<file path="src/rtl/core/assert_macros.svh">
// Assertion macros used by the RTL of the frame receiver.
// Each macro compiles to a concurrent assertion in simulation and to nothing in synthesis.
`ifndef ASSERT_MACROS_SVH
`define ASSERT_MACROS_SVH
`ifndef SYNTHESIS
// Implication within the same cycle.
`define ASSERT_SAME(lbl, clk, rst_n, ante, cons, msg) \
	lbl: assert property (@(posedge clk) disable iff (!rst_n) (ante) |-> (cons)) \
		else $error(msg);
// Implication into the following cycle.
`define ASSERT_NEXT(lbl, clk, rst_n, ante, cons, msg) \
	lbl: assert property (@(posedge clk) disable iff (!rst_n) (ante) |=> (cons)) \
		else $error(msg);
`else
`define ASSERT_SAME(lbl, clk, rst_n, ante, cons, msg)
`define ASSERT_NEXT(lbl, clk, rst_n, ante, cons, msg)
`endif
`endif

</file>
<file path="src/rtl/core/bfrf_pkg.sv">
// Package of the frame receiver: field widths, protocol constants and codes.
// Used by the channel interfaces and by the top level; depends on nothing.
package bfrf_pkg;

	localparam int unsigned BUFFER_BYTES_DEF = 1024;

	localparam int unsigned BYTE_W   = 8;
	localparam int unsigned LEN_W    = 16;
	localparam int unsigned IDX_W    = 10;
	localparam int unsigned STATUS_W = 2;
	localparam int unsigned CFG_IDX_W = 2;

	localparam logic [BYTE_W-1:0] SYNC_FIRST  = 8'hB5;
	localparam logic [BYTE_W-1:0] SYNC_SECOND = 8'h62;

	// Configuration register indexes.
	localparam logic [CFG_IDX_W-1:0] CFG_EXP_CLASS = 2'd0;
	localparam logic [CFG_IDX_W-1:0] CFG_EXP_ID    = 2'd1;
	localparam logic [CFG_IDX_W-1:0] CFG_TYPE_EN   = 2'd2;

	typedef enum logic [STATUS_W-1:0] {
		ST_OK      = 2'd0,
		ST_CSUM    = 2'd1,
		ST_TYPE    = 2'd2,
		ST_LEN     = 2'd3
	} status_t;

	localparam logic KIND_PAYLOAD = 1'b0;
	localparam logic KIND_END     = 1'b1;

	typedef enum logic [5:0] {
		PH_HUNT1   = 6'b000001,
		PH_HUNT2   = 6'b000010,
		PH_HEADER  = 6'b000100,
		PH_PAYLOAD = 6'b001000,
		PH_CHECK_A = 6'b010000,
		PH_CHECK_B = 6'b100000
	} phase_t;

	// Header byte positions after the sync pair.
	typedef enum logic [1:0] {
		HDR_CLASS = 2'd0,
		HDR_ID    = 2'd1,
		HDR_LEN_L = 2'd2,
		HDR_LEN_H = 2'd3
	} hdr_pos_t;

endpackage

</file>
<file path="src/rtl/core/bfrf_chan_if.sv">
// Valid/ready channel interfaces of the frame receiver: received bytes, results
// and configuration writes. Depends on bfrf_pkg.
interface bfrf_rx_if;
	logic                           valid;
	logic                           ready;
	logic [bfrf_pkg::BYTE_W-1:0]    rx_byte;

	modport source (output valid, output rx_byte, input ready);
	modport sink   (input valid, input rx_byte, output ready);
endinterface

interface bfrf_res_if;
	logic                             valid;
	logic                             ready;
	logic                             out_kind;
	logic [bfrf_pkg::BYTE_W-1:0]      data_byte;
	logic [bfrf_pkg::IDX_W-1:0]       byte_index;
	logic [bfrf_pkg::BYTE_W-1:0]      msg_class;
	logic [bfrf_pkg::BYTE_W-1:0]      msg_ident;
	logic [bfrf_pkg::LEN_W-1:0]       payload_length;
	logic [bfrf_pkg::STATUS_W-1:0]    frame_status;
	logic [bfrf_pkg::BYTE_W-1:0]      rx_check_a;
	logic [bfrf_pkg::BYTE_W-1:0]      rx_check_b;
	logic                             last;

	modport source (output valid, output out_kind, output data_byte, output byte_index,
		output msg_class, output msg_ident, output payload_length, output frame_status,
		output rx_check_a, output rx_check_b, output last, input ready);
	modport sink (input valid, input out_kind, input data_byte, input byte_index,
		input msg_class, input msg_ident, input payload_length, input frame_status,
		input rx_check_a, input rx_check_b, input last, output ready);
endinterface

interface bfrf_cfg_if;
	logic                              valid;
	logic                              ready;
	logic [bfrf_pkg::CFG_IDX_W-1:0]    index;
	logic [bfrf_pkg::BYTE_W-1:0]       data;

	modport source (output valid, output index, output data, input ready);
	modport sink   (input valid, input index, input data, output ready);
endinterface

</file>
<file path="src/rtl/core/binary_frame_receiver_fletcher_unit.sv">
// Frame receiver with sync hunt, header capture and 8-bit Fletcher check.
// Depends on bfrf_pkg, the interfaces in bfrf_chan_if.sv and assert_macros.svh.

// The receiver takes one byte per transaction and can accept a byte in every
// cycle: the whole parse step for a byte runs between the state registers and a
// single result register, and a new byte is taken whenever that register is
// empty or its result is being taken in the same cycle. A result is registered
// and appears in the cycle after the byte that causes it. Each payload byte yields a result with
// its index; after the second checksum byte a frame end result reports ok,
// checksum mismatch or unexpected class/id (a checksum mismatch wins). A frame
// whose declared length plus two checksum bytes exceeds BUFFER_BYTES yields a
// length-too-long end result straight after the length and the hunt restarts.
// Configuration writes are always taken; index 3 is ignored.
`include "assert_macros.svh"

module binary_frame_receiver_fletcher_unit #(
	parameter int unsigned BUFFER_BYTES = bfrf_pkg::BUFFER_BYTES_DEF
) (
	input  logic         clk,
	input  logic         arst_n,
	bfrf_rx_if.sink      rx,
	bfrf_res_if.source   res,
	bfrf_cfg_if.sink     cfg
);
	import bfrf_pkg::*;

	localparam int unsigned CW = $clog2(BUFFER_BYTES);

	// Configuration registers.
	logic [BYTE_W-1:0] exp_class_q;
	logic [BYTE_W-1:0] exp_id_q;
	logic              type_en_q;

	// Parser state.
	phase_t            phase_q, phase_d;
	hdr_pos_t          hdr_q, hdr_d;
	logic [BYTE_W-1:0] class_q, class_d;
	logic [BYTE_W-1:0] ident_q, ident_d;
	logic [LEN_W-1:0]  len_q, len_d;
	logic [CW-1:0]     cnt_q, cnt_d;
	logic [CW:0]       cnt_inc;
	logic [BYTE_W-1:0] sum_a_q, sum_a_d, sum_a_add;
	logic [BYTE_W-1:0] sum_b_q, sum_b_d, sum_b_add;
	logic [BYTE_W-1:0] chk_a_q, chk_a_d;

	// Result computed for the current byte.
	logic              emit;
	logic              kind_d;
	logic [BYTE_W-1:0] data_d;
	status_t           status_d;
	logic [BYTE_W-1:0] rca_d, rcb_d;

	// Result register.
	logic              valid_s1;
	logic              kind_s1;
	logic [BYTE_W-1:0] data_s1;
	logic [IDX_W-1:0]  idx_s1;
	logic [BYTE_W-1:0] class_s1, ident_s1;
	logic [LEN_W-1:0]  len_s1;
	status_t           status_s1;
	logic [BYTE_W-1:0] rca_s1, rcb_s1;

	logic rx_fire;
	logic [BYTE_W-1:0] b;

	assign rx.ready  = !valid_s1 || res.ready;
	assign rx_fire   = rx.valid && rx.ready;
	assign b         = rx.rx_byte;
	assign cfg.ready = 1'b1;

	assign sum_a_add = sum_a_q + b;
	assign sum_b_add = sum_b_q + sum_a_add;
	assign cnt_inc   = (CW+1)'(cnt_q) + (CW+1)'(1);

	always_comb begin
		phase_d  = phase_q;
		hdr_d    = hdr_q;
		class_d  = class_q;
		ident_d  = ident_q;
		len_d    = len_q;
		cnt_d    = cnt_q;
		sum_a_d  = sum_a_q;
		sum_b_d  = sum_b_q;
		chk_a_d  = chk_a_q;
		emit     = 1'b0;
		kind_d   = KIND_PAYLOAD;
		data_d   = '0;
		status_d = ST_OK;
		rca_d    = '0;
		rcb_d    = '0;
		case (phase_q)
			PH_HUNT1: begin
				if (b == SYNC_FIRST)
					phase_d = PH_HUNT2;
			end
			PH_HUNT2: begin
				if (b == SYNC_SECOND) begin
					phase_d = PH_HEADER;
					hdr_d   = HDR_CLASS;
					cnt_d   = '0;
					sum_a_d = '0;
					sum_b_d = '0;
				end else if (b != SYNC_FIRST) begin
					phase_d = PH_HUNT1;
				end
			end
			PH_HEADER: begin
				sum_a_d = sum_a_add;
				sum_b_d = sum_b_add;
				case (hdr_q)
					HDR_CLASS: begin
						class_d = b;
						hdr_d   = HDR_ID;
					end
					HDR_ID: begin
						ident_d = b;
						hdr_d   = HDR_LEN_L;
					end
					HDR_LEN_L: begin
						len_d = {8'h00, b};
						hdr_d = HDR_LEN_H;
					end
					HDR_LEN_H: begin
						len_d = {b, len_q[7:0]};
						hdr_d = HDR_CLASS;
						cnt_d = '0;
						if (32'(len_d) + 32'd2 > 32'(BUFFER_BYTES)) begin
							phase_d  = PH_HUNT1;
							emit     = 1'b1;
							kind_d   = KIND_END;
							status_d = ST_LEN;
						end else if (len_d == '0) begin
							phase_d = PH_CHECK_A;
						end else begin
							phase_d = PH_PAYLOAD;
						end
					end
					default: hdr_d = HDR_CLASS;
				endcase
			end
			PH_PAYLOAD: begin
				sum_a_d = sum_a_add;
				sum_b_d = sum_b_add;
				emit    = 1'b1;
				data_d  = b;
				cnt_d   = cnt_inc[CW-1:0];
				if (32'(cnt_inc) >= 32'(len_q))
					phase_d = PH_CHECK_A;
			end
			PH_CHECK_A: begin
				chk_a_d = b;
				phase_d = PH_CHECK_B;
			end
			PH_CHECK_B: begin
				if (chk_a_q != sum_a_q || b != sum_b_q)
					status_d = ST_CSUM;
				else if (type_en_q && (class_q != exp_class_q || ident_q != exp_id_q))
					status_d = ST_TYPE;
				else
					status_d = ST_OK;
				phase_d = PH_HUNT1;
				emit    = 1'b1;
				kind_d  = KIND_END;
				rca_d   = chk_a_q;
				rcb_d   = b;
			end
			default: phase_d = PH_HUNT1;
		endcase
	end

	always_ff @(posedge clk or negedge arst_n) begin
		if (!arst_n) begin
			exp_class_q <= '0;
			exp_id_q    <= '0;
			type_en_q   <= 1'b0;
		end else if (cfg.valid) begin
			case (cfg.index)
				CFG_EXP_CLASS: exp_class_q <= cfg.data;
				CFG_EXP_ID:    exp_id_q    <= cfg.data;
				CFG_TYPE_EN:   type_en_q   <= cfg.data[0];
				default: ;
			endcase
		end
	end

	always_ff @(posedge clk or negedge arst_n) begin
		if (!arst_n) begin
			phase_q <= PH_HUNT1;
			hdr_q   <= HDR_CLASS;
			class_q <= '0;
			ident_q <= '0;
			len_q   <= '0;
			cnt_q   <= '0;
			sum_a_q <= '0;
			sum_b_q <= '0;
			chk_a_q <= '0;
		end else if (rx_fire) begin
			phase_q <= phase_d;
			hdr_q   <= hdr_d;
			class_q <= class_d;
			ident_q <= ident_d;
			len_q   <= len_d;
			cnt_q   <= cnt_d;
			sum_a_q <= sum_a_d;
			sum_b_q <= sum_b_d;
			chk_a_q <= chk_a_d;
		end
	end

	always_ff @(posedge clk or negedge arst_n) begin
		if (!arst_n)
			valid_s1 <= 1'b0;
		else if (rx_fire)
			valid_s1 <= emit;
		else if (res.ready)
			valid_s1 <= 1'b0;
	end

	// The payload index is taken from the counter before it advances.
	always_ff @(posedge clk) begin
		if (rx_fire && emit) begin
			kind_s1   <= kind_d;
			data_s1   <= data_d;
			idx_s1    <= (kind_d == KIND_PAYLOAD) ? IDX_W'(cnt_q) : '0;
			class_s1  <= class_d;
			ident_s1  <= ident_d;
			len_s1    <= len_d;
			status_s1 <= status_d;
			rca_s1    <= rca_d;
			rcb_s1    <= rcb_d;
		end
	end

	assign res.valid          = valid_s1;
	assign res.out_kind       = kind_s1;
	assign res.data_byte      = data_s1;
	assign res.byte_index     = idx_s1;
	assign res.msg_class      = class_s1;
	assign res.msg_ident      = ident_s1;
	assign res.payload_length = len_s1;
	assign res.frame_status   = status_s1;
	assign res.rx_check_a     = rca_s1;
	assign res.rx_check_b     = rcb_s1;
	assign res.last           = kind_s1;

	`ASSERT_NEXT(a_end_after_check_b, clk, arst_n, rx_fire && phase_q == PH_CHECK_B, valid_s1 && kind_s1 == KIND_END, "second checksum byte gave no frame end result")
	`ASSERT_SAME(a_index_in_frame, clk, arst_n, valid_s1 && kind_s1 == KIND_PAYLOAD, 32'(idx_s1) < 32'(len_s1), "payload index not below declared length")
	`ASSERT_SAME(a_payload_status, clk, arst_n, valid_s1 && kind_s1 == KIND_PAYLOAD, status_s1 == ST_OK && rca_s1 == '0 && rcb_s1 == '0, "payload result carries end report fields")
	`ASSERT_SAME(a_len_report, clk, arst_n, valid_s1 && status_s1 == ST_LEN, kind_s1 == KIND_END && 32'(len_s1) + 32'd2 > 32'(BUFFER_BYTES), "length report on a frame that fits")
	`ASSERT_NEXT(a_hunt_after_end, clk, arst_n, rx_fire && emit && kind_d == KIND_END, phase_q == PH_HUNT1, "parser did not return to the hunt after a frame end")

endmodule
</file>
<file path="src/flat_wrapper.sv">
// flat-port wrapper written by rule: the top's interface ports become plain ports
module binary_frame_receiver_fletcher_unit_flat import bfrf_pkg::*;
#(
	parameter int unsigned BUFFER_BYTES = bfrf_pkg::BUFFER_BYTES_DEF
)
  (clk, arst_n, rx_valid, rx_rx_byte, rx_ready, res_valid, res_out_kind, res_data_byte, res_byte_index, res_msg_class, res_msg_ident, res_payload_length, res_frame_status, res_rx_check_a, res_rx_check_b, res_last, res_ready, cfg_valid, cfg_index, cfg_data, cfg_ready);
  bfrf_rx_if rx_i ();
  bfrf_res_if res_i ();
  bfrf_cfg_if cfg_i ();
  input  logic clk;
  input  logic arst_n;
  input wire logic [$bits(rx_i.valid)-1:0] rx_valid;
  input wire logic [$bits(rx_i.rx_byte)-1:0] rx_rx_byte;
  output wire logic [$bits(rx_i.ready)-1:0] rx_ready;
  output wire logic [$bits(res_i.valid)-1:0] res_valid;
  output wire logic [$bits(res_i.out_kind)-1:0] res_out_kind;
  output wire logic [$bits(res_i.data_byte)-1:0] res_data_byte;
  output wire logic [$bits(res_i.byte_index)-1:0] res_byte_index;
  output wire logic [$bits(res_i.msg_class)-1:0] res_msg_class;
  output wire logic [$bits(res_i.msg_ident)-1:0] res_msg_ident;
  output wire logic [$bits(res_i.payload_length)-1:0] res_payload_length;
  output wire logic [$bits(res_i.frame_status)-1:0] res_frame_status;
  output wire logic [$bits(res_i.rx_check_a)-1:0] res_rx_check_a;
  output wire logic [$bits(res_i.rx_check_b)-1:0] res_rx_check_b;
  output wire logic [$bits(res_i.last)-1:0] res_last;
  input wire logic [$bits(res_i.ready)-1:0] res_ready;
  input wire logic [$bits(cfg_i.valid)-1:0] cfg_valid;
  input wire logic [$bits(cfg_i.index)-1:0] cfg_index;
  input wire logic [$bits(cfg_i.data)-1:0] cfg_data;
  output wire logic [$bits(cfg_i.ready)-1:0] cfg_ready;
  assign rx_i.valid = rx_valid;
  assign rx_i.rx_byte = rx_rx_byte;
  assign rx_ready = rx_i.ready;
  assign res_valid = res_i.valid;
  assign res_out_kind = res_i.out_kind;
  assign res_data_byte = res_i.data_byte;
  assign res_byte_index = res_i.byte_index;
  assign res_msg_class = res_i.msg_class;
  assign res_msg_ident = res_i.msg_ident;
  assign res_payload_length = res_i.payload_length;
  assign res_frame_status = res_i.frame_status;
  assign res_rx_check_a = res_i.rx_check_a;
  assign res_rx_check_b = res_i.rx_check_b;
  assign res_last = res_i.last;
  assign res_i.ready = res_ready;
  assign cfg_i.valid = cfg_valid;
  assign cfg_i.index = cfg_index;
  assign cfg_i.data = cfg_data;
  assign cfg_ready = cfg_i.ready;
  binary_frame_receiver_fletcher_unit #(.BUFFER_BYTES(BUFFER_BYTES)) u_core (.clk(clk), .arst_n(arst_n), .rx(rx_i), .res(res_i), .cfg(cfg_i));
endmodule
</file>
<file path="config.mk">
export PLATFORM = sky130hd
export DESIGN_NAME = binary_frame_receiver_fletcher_unit_flat
export DESIGN_NICKNAME = d
export VERILOG_FILES = /design/src/rtl/core/bfrf_pkg.sv /design/src/rtl/core/bfrf_chan_if.sv /design/src/rtl/core/binary_frame_receiver_fletcher_unit.sv /design/src/flat_wrapper.sv
export VERILOG_INCLUDE_DIRS = /design/src /design/src/rtl/core
export SDC_FILE = /design/constraint.sdc
export NUM_CORES = 1
export LEC_CHECK = 0
export BUFFER_PORTS_ARGS = -buffer_cell sky130_fd_sc_hd__buf_2
export CAP_MARGIN = 20
export CORE_MARGIN = 2
export CORE_UTILIZATION = 50
export CTS_CLUSTER_SIZE = 14
export DETAILED_ROUTE_END_ITERATION = 6
export HOLD_SLACK_MARGIN = 0.1
export PLACE_DENSITY = 0.73
export SYNTH_ARGS = -nofsm -noshare
export SYNTH_HDL_FRONTEND = slang
export SYNTH_SLANG_ARGS = --single-unit
</file>
<file path="constraint.sdc">
create_clock -name clk -period 5.05 [get_ports clk]
set_input_delay 0.2525 -clock clk [delete_from_list [all_inputs] [get_ports clk]]
set_output_delay 0.2525 -clock clk [all_outputs]
set_load 0.03 [all_outputs]
</file>
==> results of run 1 <==
==> sequential cells by signal, summed over array words and instances (netlist names) <==
name                       count
u_core.sum_a_q                 8
u_core.exp_id_q                8
u_core.type_en_q               1
u_core.res.byte_index         10
u_core.chk_a_q                 8
u_core.res.data_byte           8
u_core.res.rx_check_a          8
u_core.sum_b_q                 8
u_core.ident_q                 8
u_core.hdr_q                   2
u_core.res.rx_check_b          8
u_core.res.last                1
u_core.res.msg_ident           8
u_core.len_q                  16
u_core.class_q                 8
u_core.res.msg_class           8
u_core.res.frame_status        2
u_core.exp_class_q             8
u_core.phase_q                 6
u_core.res.valid               1
u_core.cnt_q                  10
u_core.res.payload_length     16
==> power by group <==
part | leakage (nW) | switching (mW) | internal (mW)
Clock | 0.326 | 0.527 | 0.942
Sequential | 1.85 | 0.128 | 1.50
Combinational | 2.06 | 0.443 | 0.390
Total | 4.24 | 1.10 | 2.83
==> cells by family after synthesis <==
group	synth area share (%)
flip-flops	54.0
buffers and inverters	3.26
multiplexers	5.64
other	0.0463
AO/OA/AOI/OAI	10.1
XOR/XNOR	5.84
adder cells (fa/ha/maj)	5.44
AND/OR/NAND/NOR	15.7
==> stage by stage <==
step / cell area (µm²) / hold WS [ns] / utilization (%)
after floorplan: 8110 / -0.0431 / -
after global placement: 8750 / 0.194 / 55.1
after detailed placement: 8760 / 0.209 / 55.1
after CTS: 9520 / 0.126 / 59.9
after global routing: 9520 / 0.192 / 59.9
final: 9520 / 0.157 / 59.9
==> cells in the final DEF, fill, tap and decap left out, types with 3 or more instances in the layout <==
cell / count
nor2b_1: 3
nand3_1: 16
a31oi_1: 3
o2111ai_1: 3
clkbuf_16: 17
dfrtp_1: 91
o21ai_0: 26
edfxtp_1: 69
ha_1: 32
buf_4: 7
and2_1: 26
xor2_1: 22
a22o_1: 31
o21ai_1: 6
a21o_1: 5
dlygate4sd3_1: 9
o211ai_1: 5
and3_1: 15
nand4_1: 10
a21oi_1: 13
mux2_2: 37
nand2_1: 111
nor4_1: 10
nand3b_1: 3
xnor2_1: 32
mux2i_1: 4
or4_1: 3
nor2_1: 16
nor3_1: 8
o21ai_2: 5
buf_2: 94
o31ai_1: 6
inv_1: 30
nand2b_1: 5
bufinv_16: 6
==> final cells by class <==
cell class | instances | area share, %
Sequential cell | 161 | 46.0
Multi-Input combinational cell | 493 | 36.5
Timing Repair Buffer | 110 | 6.44
Clock buffer | 19 | 4.65
Tap cell | 216 | 2.84
Clock inverter | 13 | 2.43
Inverter | 30 | 1.18
==> layer usage <==
layer	vias up	GRT usage (%)	share of wire (%)
li1	2744	-	-
met1	2886	30.5	45
met2	172	37.3	48
met3	41	3.97	4.5
met4	0	9.42	2.6
met5	-	0	0
==> critical path, stage by stage, from the launching register on <==
cell and delay [ns]:
dfrtp_1 0.44, or4_1 0.86, o41a_1 0.72, a21oi_4 0.63
buf_4 0.46
==> worst paths after layout <==
path / from / endpoint / slack [ns] / cells after the start
max in group asynchronous: arst_n / u_core.ident_q[2] / 3.59 / 3
setup / recovery: u_core.phase_q[1] / u_core.res.rx_check_a[2] / 1.57 / 4
setup reg to reg: u_core.phase_q[1] / u_core.res.rx_check_a[2] / 1.57 / 4
hold reg to reg: u_core.len_q[15] / u_core.len_q[15] / 0.51 / 2
min in group asynchronous: arst_n / u_core.len_q[4] / 0.30 / 2
hold / removal: rx_valid / u_core.res.valid / 0.16 / 3
==> results.cfg, run 1 <==
[outcome]
status = finished clean

[clock_tree]
htree_num_levels = 4
clockBufferDepth = 2
cts.clk_slew.worst_paths_ns = 0.06
insertion_delay_ns = 0.43
cts.sinks = 161
numCtsBuffers = 17
cts_tree = done
cts_resized = 0
cts_setup_buffers = 0
cts-root-buf = clkbuf_16
cts_hold_buf = 9

[sta]
rsz0062_at_grt = false
slew_headroom_pct = 41.8
slew_viol_final = 0
setup_slack_ns = 1.57
worst_pin_slew_ns = 0.872
finalClockSkew_ns = 0.00914
setup_viol = 0
finalCriticalPeriod_ns = 3.48
hold_viol_final = 0
fmax_ghz = 0.287
tns_ns = 0
timing.final.crit_share_pct = 69.0

[place]
hpwl_um = 13300
place_inst = 1001
io_buffers = 94
globalplace.congestion = 0.906
place_ws_ns = 1.56

[die]
die_area_um2 = 17200
std_cell_rows = 46
initial_utilization_pct = 51.0
die_x_um = 131
core_um2 = 15900
io_pins = 96
die_y_um = 131

[cells_and_area]
area_growth_pct = 17.5
final_nets = 870
instances_no_fill = 1042
num-fill-cells = 1311
antenna_cells = 0
layout-drive-gt1-share_pct = 22.5
multiInputGateArea_um2 = 3470
regArea_um2 = 4380

[routing]
drtPass1Iterations = 5
antenna_left = 0
viasPerCell = 5.61
wl_um = 19000
vias = 5843
drc = 0
drt-wirelength-per-cell_um = 18.3
drtIter0Drc = 520

[power_and_ir_drop]
vdd_ir_drop_max_mv = 0.249
p_leak_nw = 4.24
total_power_mw = 3.93
power.density_nw_per_um2 = 412

[grt]
track_usage_pct = 22.9
antenna_found_initial = 0
grt_max_degree = 65
grt_pass1_wl_um = 31000
gr-total-overflow = 0
grt_pass1_vias = 5920

[synthesis]
synth_edf_count = 69
synth.yosys.seq_area_share_pct = 54.0
avgSynthCellArea_um2 = 11.4
synthMostInstantiatedCell = nand2_1
synth_flop_cell = dfrtp_1
yosys_warnings = 0
ys_ff_latch = 161
synth-async-reset-ratio_pct = 57.1
synthTopCellsByArea = dfrtp_1 (28%), edfxtp_1 (26%), nand2_1 (5.1%)
yosysTopAreaCell = dfrtp_1
netlist_area_um2 = 8100
synth_cell_type_count = 61
synthCells = 713
synth_top_area_share_pct = 28.1
postSynthNetCount = 770
synth_commonest_cells = nand2_1 (111), dfrtp_1 (91), edfxtp_1 (69), mux2_2 (37)

[critical_path]
criticalPathCategory = register to register
worstSetupEndpointType = register
arrival_ns = 3.57
cp_max_fo = 30
required_ns = 5.14
worstSetupStartpointType = register

[hold_path]
min_path_type = input pin to register

[run]
drv_cap = 0
Note: power is estimated with default switching activity, not from simulation.
==> run 2: changes to the inputs <==
- ABC_AREA: default -> 1
- clock period: 5.05 -> 3.05 ns (I/O delays scaled with it)
==> results.cfg, run 2 <==
[outcome]
status = finished clean

[routing]
wl_um = 19300
drtIter0Drc = 607
drt-wirelength-per-cell_um = 15.5
viasPerCell = 5.18
drtPass1Iterations = 5
antenna_left = 0
vias = 6442
drc = 0

[sta]
finalClockSkew_ns = 0.00801
setup_viol = 0
slew_headroom_pct = 50.6
rsz0062_at_grt = false
finalCriticalPeriod_ns = 2.71
worst_pin_slew_ns = 0.739
slew_viol_final = 0
fmax_ghz = 0.369
holdWs_ns = 0.118
timing.final.crit_share_pct = 89.0
tns_ns = 0
hold_viol_final = 0

[critical_path]
startpoint = u_core.len_q[1]
cp_max_fo = 18
criticalPathCategory = register to register
required_ns = 3.22
rr_startpoint = u_core.len_q[1]
worstSetupEndpointType = register
arrival_ns = 2.89
worstSetupStartpointType = register

[power_and_ir_drop]
total_power_mw = 6.39
power.density_nw_per_um2 = 661
vdd_ir_drop_max_mv = 0.408
p_leak_nw = 4.38

[cells_and_area]
instances_no_fill = 1243
final_nets = 1071
utilization_pct = 60.4
final_cell_mix = nand2_1 (235), inv_1 (102), buf_2 (93), dfrtp_1 (91), o21ai_0 (81)
final_common_cell = nand2_1
layout-drive-gt1-share_pct = 17.2
antenna_cells = 0
area_growth_pct = 17.7

[synthesis]
synth_flop_cell = dfrtp_1
avgSynthCellArea_um2 = 9.08
synth-async-reset-ratio_pct = 57.1
postSynthNetCount = 962
yosysTopAreaCell = dfrtp_1
synth_compound_area_share_pct = 10.0
synth_commonest_cells = nand2_1 (235), inv_1 (103), dfrtp_1 (91), o21ai_0 (82), nor2_1 (75)
synth.yosys.seq_area_share_pct = 53.3
synth_top_family_by_area = simple AND/OR/NAND/NOR gates
synth_simple_gate_area_share_pct = 20.3
ys_ff_latch = 161
synthTopCellsByArea = dfrtp_1 (28%), edfxtp_1 (25%), nand2_1 (11%)
synthXorXnorAreaFrac_pct = 4.26
synthCells = 905
synth_top_area_share_pct = 27.7
synthMostInstantiatedCell = nand2_1
synthMuxAreaShare_pct = 0
synth_edf_count = 69
synth_cell_type_count = 43
synth_fa_ha_area_share_pct = 5.36
netlist_area_um2 = 8220
yosys_warnings = 0

[grt]
grt_pass1_wl_um = 31600
gr-total-overflow = 0
grt_pass1_vias = 6201
track_usage_pct = 23.1
antenna_found_initial = 0
grt_max_degree = 72

[die]
die_x_um = 132
std_cell_rows = 46
die_area_um2 = 17500
die_y_um = 132
io_pins = 96
initial_utilization_pct = 51.4
core_um2 = 16000

[clock_tree]
cts_setup_buffers = 0
cts-root-buf = clkbuf_16
insertion_delay_ns = 0.43
clockBufferDepth = 2
numCtsBuffers = 17
htree_num_levels = 4
cts.clk_slew.worst_paths_ns = 0.06
cts_tree = done
cts.sinks = 161

[run]
drv_cap = 0

[hold_path]
hold_start = rx_valid
min_path_type = input pin to register

[place]
hpwl_um = 13700
io_buffers = 94
place_inst = 1199
globalplace.congestion = 0.894
[run 2: logic make-up (layout without fill, tap and decap cells)]
| logic type | Yosys count | after routing |
|---|---|---|
| other | 1 | 1 |
| XOR/XNOR | 40 | 40 |
| AND/OR/NAND/NOR | 386 | 386 |
| AO/OA/AOI/OAI | 146 | 146 |
| buffers and inverters | 137 | 259 |
| flip-flops | 161 | 161 |
| adder cells (fa/ha/maj) | 34 | 34 |
[run 2: worst paths after layout]
kind                                            endpoint  slack, ns  depth (start not counted)
max in group asynchronous              u_core.phase_q[0]       2.00                          3
worst min-delay path                    u_core.res.valid       0.12                          5
worst min register to register        u_core.exp_id_q[3]       0.50                          2
worst max-delay path            u_core.res.byte_index[0]       0.34                         12
min in group asynchronous              u_core.chk_a_q[0]       0.26                          2
worst max register to register  u_core.res.byte_index[0]       0.34                         12
[run 2: metrics by stage]
| step | setup WS, ns | instance area (µm²) |
|---|---|---|
| global route | 0.0894 | 9670 |
| global placement | 0.363 | 8920 |
| CTS | 0.225 | 9670 |
| detailed placement | 0.234 | 8920 |
| floorplan | 0.169 | 8220 |
| finish | 0.337 | 9670 |
[run 2: report_power, final]
part / switching, mW / leakage, nW / internal (mW) / total [mW]
Combinational: 0.930 / 2.23 / 0.567 / 1.50
Clock: 0.873 / 0.303 / 1.37 / 2.24
Sequential: 0.159 / 1.85 / 2.50 / 2.66
[run 2: layout make-up]
type / instances / area (µm²)
clock buffer: 24 / 515
clock inverter: 8 / 111
fill: 1379 / 6330
inverter: 113 / 428
multi-input combinational: 607 / 3290
sequential: 161 / 4380
tap: 216 / 270
timing repair buffer: 114 / 678
[run 2: critical path, cell delays in order, from the launching register on]
cell and delay [ns]:
dfrtp_1 0.38, ha_1 0.29, nor3_1 0.18, nand3_1 0.09, nor2_1 0.11, nand2_1 0.07
nand2_1 0.08, nand2_1 0.08, nand2_2 0.11, nand2_1 0.08, nand2_1 0.12, clkinvlp_4 0.46
buf_4 0.40
[run 2: metal layers]
metal  GRT usage, %  up-vias  part of all wire [%]
met5              0        -                     0
met4           9.98        0                   2.4
met3           3.31       33                   6.1
met2           36.3      227                    47
met1           32.1     3004                    44
li1               -     3178                     -
[run 2: what timing repair did]
item	4_1_cts	5_1_grt
hold endpoints to repair	57	0
hold buffers	12	0
resized for setup	0	1
endpoints found under the setup margin	0	1
==> run 3: changes to the inputs <==
- CELL_PAD_IN_SITES_DETAIL_PLACEMENT: default -> 0
- CELL_PAD_IN_SITES_GLOBAL_PLACEMENT: default -> 1
- CORE_UTILIZATION: 50 -> 41
- PLACE_DENSITY: 0.73 -> default
- PLACE_DENSITY_LB_ADDON: default -> 0.1
==> results.cfg, run 3 (same netlist as run 2, synthesis figures left out) <==
[sta]
rsz0062_at_grt = false
fmax_ghz = 0.375
finalCriticalPeriod_ns = 2.67
worst_pin_slew_ns = 0.818
holdWs_ns = 0.143
finalClockSkew_ns = 0.0123
setup_viol = 0
slew_viol_final = 0
slew_headroom_pct = 45.4
timing.final.crit_share_pct = 87.5
tns_ns = 0
hold_viol_final = 0

[critical_path]
arrival_ns = 2.99
required_ns = 3.37
criticalPathCategory = register to register
worstSetupStartpointType = register
worstSetupEndpointType = register
cp_max_fo = 3

[routing]
top_layer = met4
met2_length_um = 9120
wl_um = 20900
antenna_left = 0
drt-met1-wl_um = 10700
vias = 6264
drtIter0Drc = 396
met3_length_um = 711
drtPass1Iterations = 4
drc = 0
drt-wirelength-per-cell_um = 16.1
viasPerCell = 4.83

[clock_tree]
clockBufferDepth = 2
htree_num_levels = 4
cts_setup_buffers = 0
cts-root-buf = clkbuf_16
numCtsBuffers = 17
cts.sinks = 161
cts_tree = done
cts.clk_slew.worst_paths_ns = 0.07
insertion_delay_ns = 0.44

[grt]
antenna_found_initial = 0
gr-total-overflow = 0
grt_pass1_wl_um = 34000
track_usage_pct = 20.7
grt_max_degree = 60
grt_pass1_vias = 6059

[place]
io_buffers = 94
globalplace.congestion = 0.836
hpwl_um = 15400

[outcome]
status = finished clean

[run]
drv_cap = 0

[die]
initial_utilization_pct = 41.9
std_cell_rows = 51
die_y_um = 146
die_x_um = 146
core_um2 = 19600
io_pins = 96
die_area_um2 = 21200

[hold_path]
min_path_type = input pin to register

[power_and_ir_drop]
power.density_nw_per_um2 = 649
power_frac_comb_pct = 24.2
internal-power_mw = 4.24
vdd_ir_drop_max_mv = 0.409
pwr-share-seq_pct = 42.0
clkPwrFrac_pct = 33.8
p_sw_share_pct = 32.9
p_leak_nw = 4.40
power_switching_mw = 2.08

[cells_and_area]
antenna_cells = 0
layout-drive-gt1-share_pct = 17.9
area_growth_pct = 18.6
num-fill-cells = 1920
multiInputGateArea_um2 = 3290
regArea_um2 = 4380
final_cell_mix = nand2_1 (235), inv_1 (102), buf_2 (93), dfrtp_1 (91), o21ai_0 (81)
final_common_cell = nand2_1
final_nets = 1076
run 3: changes by cell type in the layout (fill, tap and decap cells not counted), sizes merged:
| cell | before | now |
|---|---|---|
| bufinv | 2 | 0 |
| clkinv | 1 | 4 |
| buf | 102 | 107 |
| clkinvlp | 2 | 1 |
| inv | 116 | 120 |
| clkbuf | 24 | 20 |
run 3: final timing paths:
kind | from | to | slack, ns | cells after the start
max in group asynchronous | arst_n | u_core.phase_q[0] | 1.95 | 3
setup / recovery | u_core.sum_a_q[0] | u_core.sum_b_q[7] | 0.38 | 15
min in group asynchronous | arst_n | u_core.sum_b_q[2] | 0.35 | 2
setup reg to reg | u_core.sum_a_q[0] | u_core.sum_b_q[7] | 0.38 | 15
hold reg to reg | u_core.chk_a_q[6] | u_core.chk_a_q[6] | 0.49 | 2
hold / removal | rx_rx_byte[0] | u_core.sum_a_q[0] | 0.14 | 3
run 3: cell type report:
| class | instances | share of cell area (%) |
|---|---|---|
| Sequential cell | 161 | 44.9 |
| Multi-Input combinational cell | 607 | 33.8 |
| Timing Repair Buffer | 119 | 7.47 |
| Clock buffer | 20 | 4.92 |
| Inverter | 113 | 4.39 |
| Tap cell | 265 | 3.40 |
| Clock inverter | 12 | 1.12 |
run 3: per-layer routing:
layer	global-route usage (%)	up-vias
li1	-	3192
met1	31.2	2931
met2	30.8	120
met3	3.67	21
met4	5.83	0
met5	0	-
run 3: timing repair:
item                       4_1_cts  5_1_grt
hold buffers                    12        0
hold endpoints to repair        76        0
resized for setup                0        1
setup endpoints to repair        0        1
run 3: power groups by stage:
stage,clock network [mW],registers (mW),logic [mW]
3_5_place_dp,0,2.70,1.51
6_report,2.14,2.66,1.53
5_1_grt,2.27,2.69,1.76
4_1_cts,2.19,2.66,1.53
3_3_place_gp,0,2.70,1.51
2_1_floorplan,0,2.66,1.15
run 3: worst max-delay path, cell delays in order, from the launching register on:
cell and delay [ns]:
dfrtp_1 0.38, ha_1 0.17, inv_1 0.05, fa_1 0.41, o21ai_1 0.22, nand2_1 0.08, nand2_1 0.07, a21oi_1 0.07
xnor2_1 0.20, ha_1 0.30, a21oi_1 0.12, o21ai_0 0.08, a21oi_1 0.18, nand3_1 0.10, nand2_1 0.05, o21ai_0 0.06
run 3: through the flow:
stage	cell area [µm²]	util, %	worst slack, ns	instances	total power [mW]
after floorplan	8220	-	0.169	905	3.81
after global placement	9030	46.1	0.359	1253	4.21
after detailed placement	9030	46.1	0.309	1253	4.21
after CTS	9740	49.7	0.290	1297	6.38
after global routing	9740	49.7	0.0551	1297	6.72
final	9740	49.7	0.381	1297	6.33
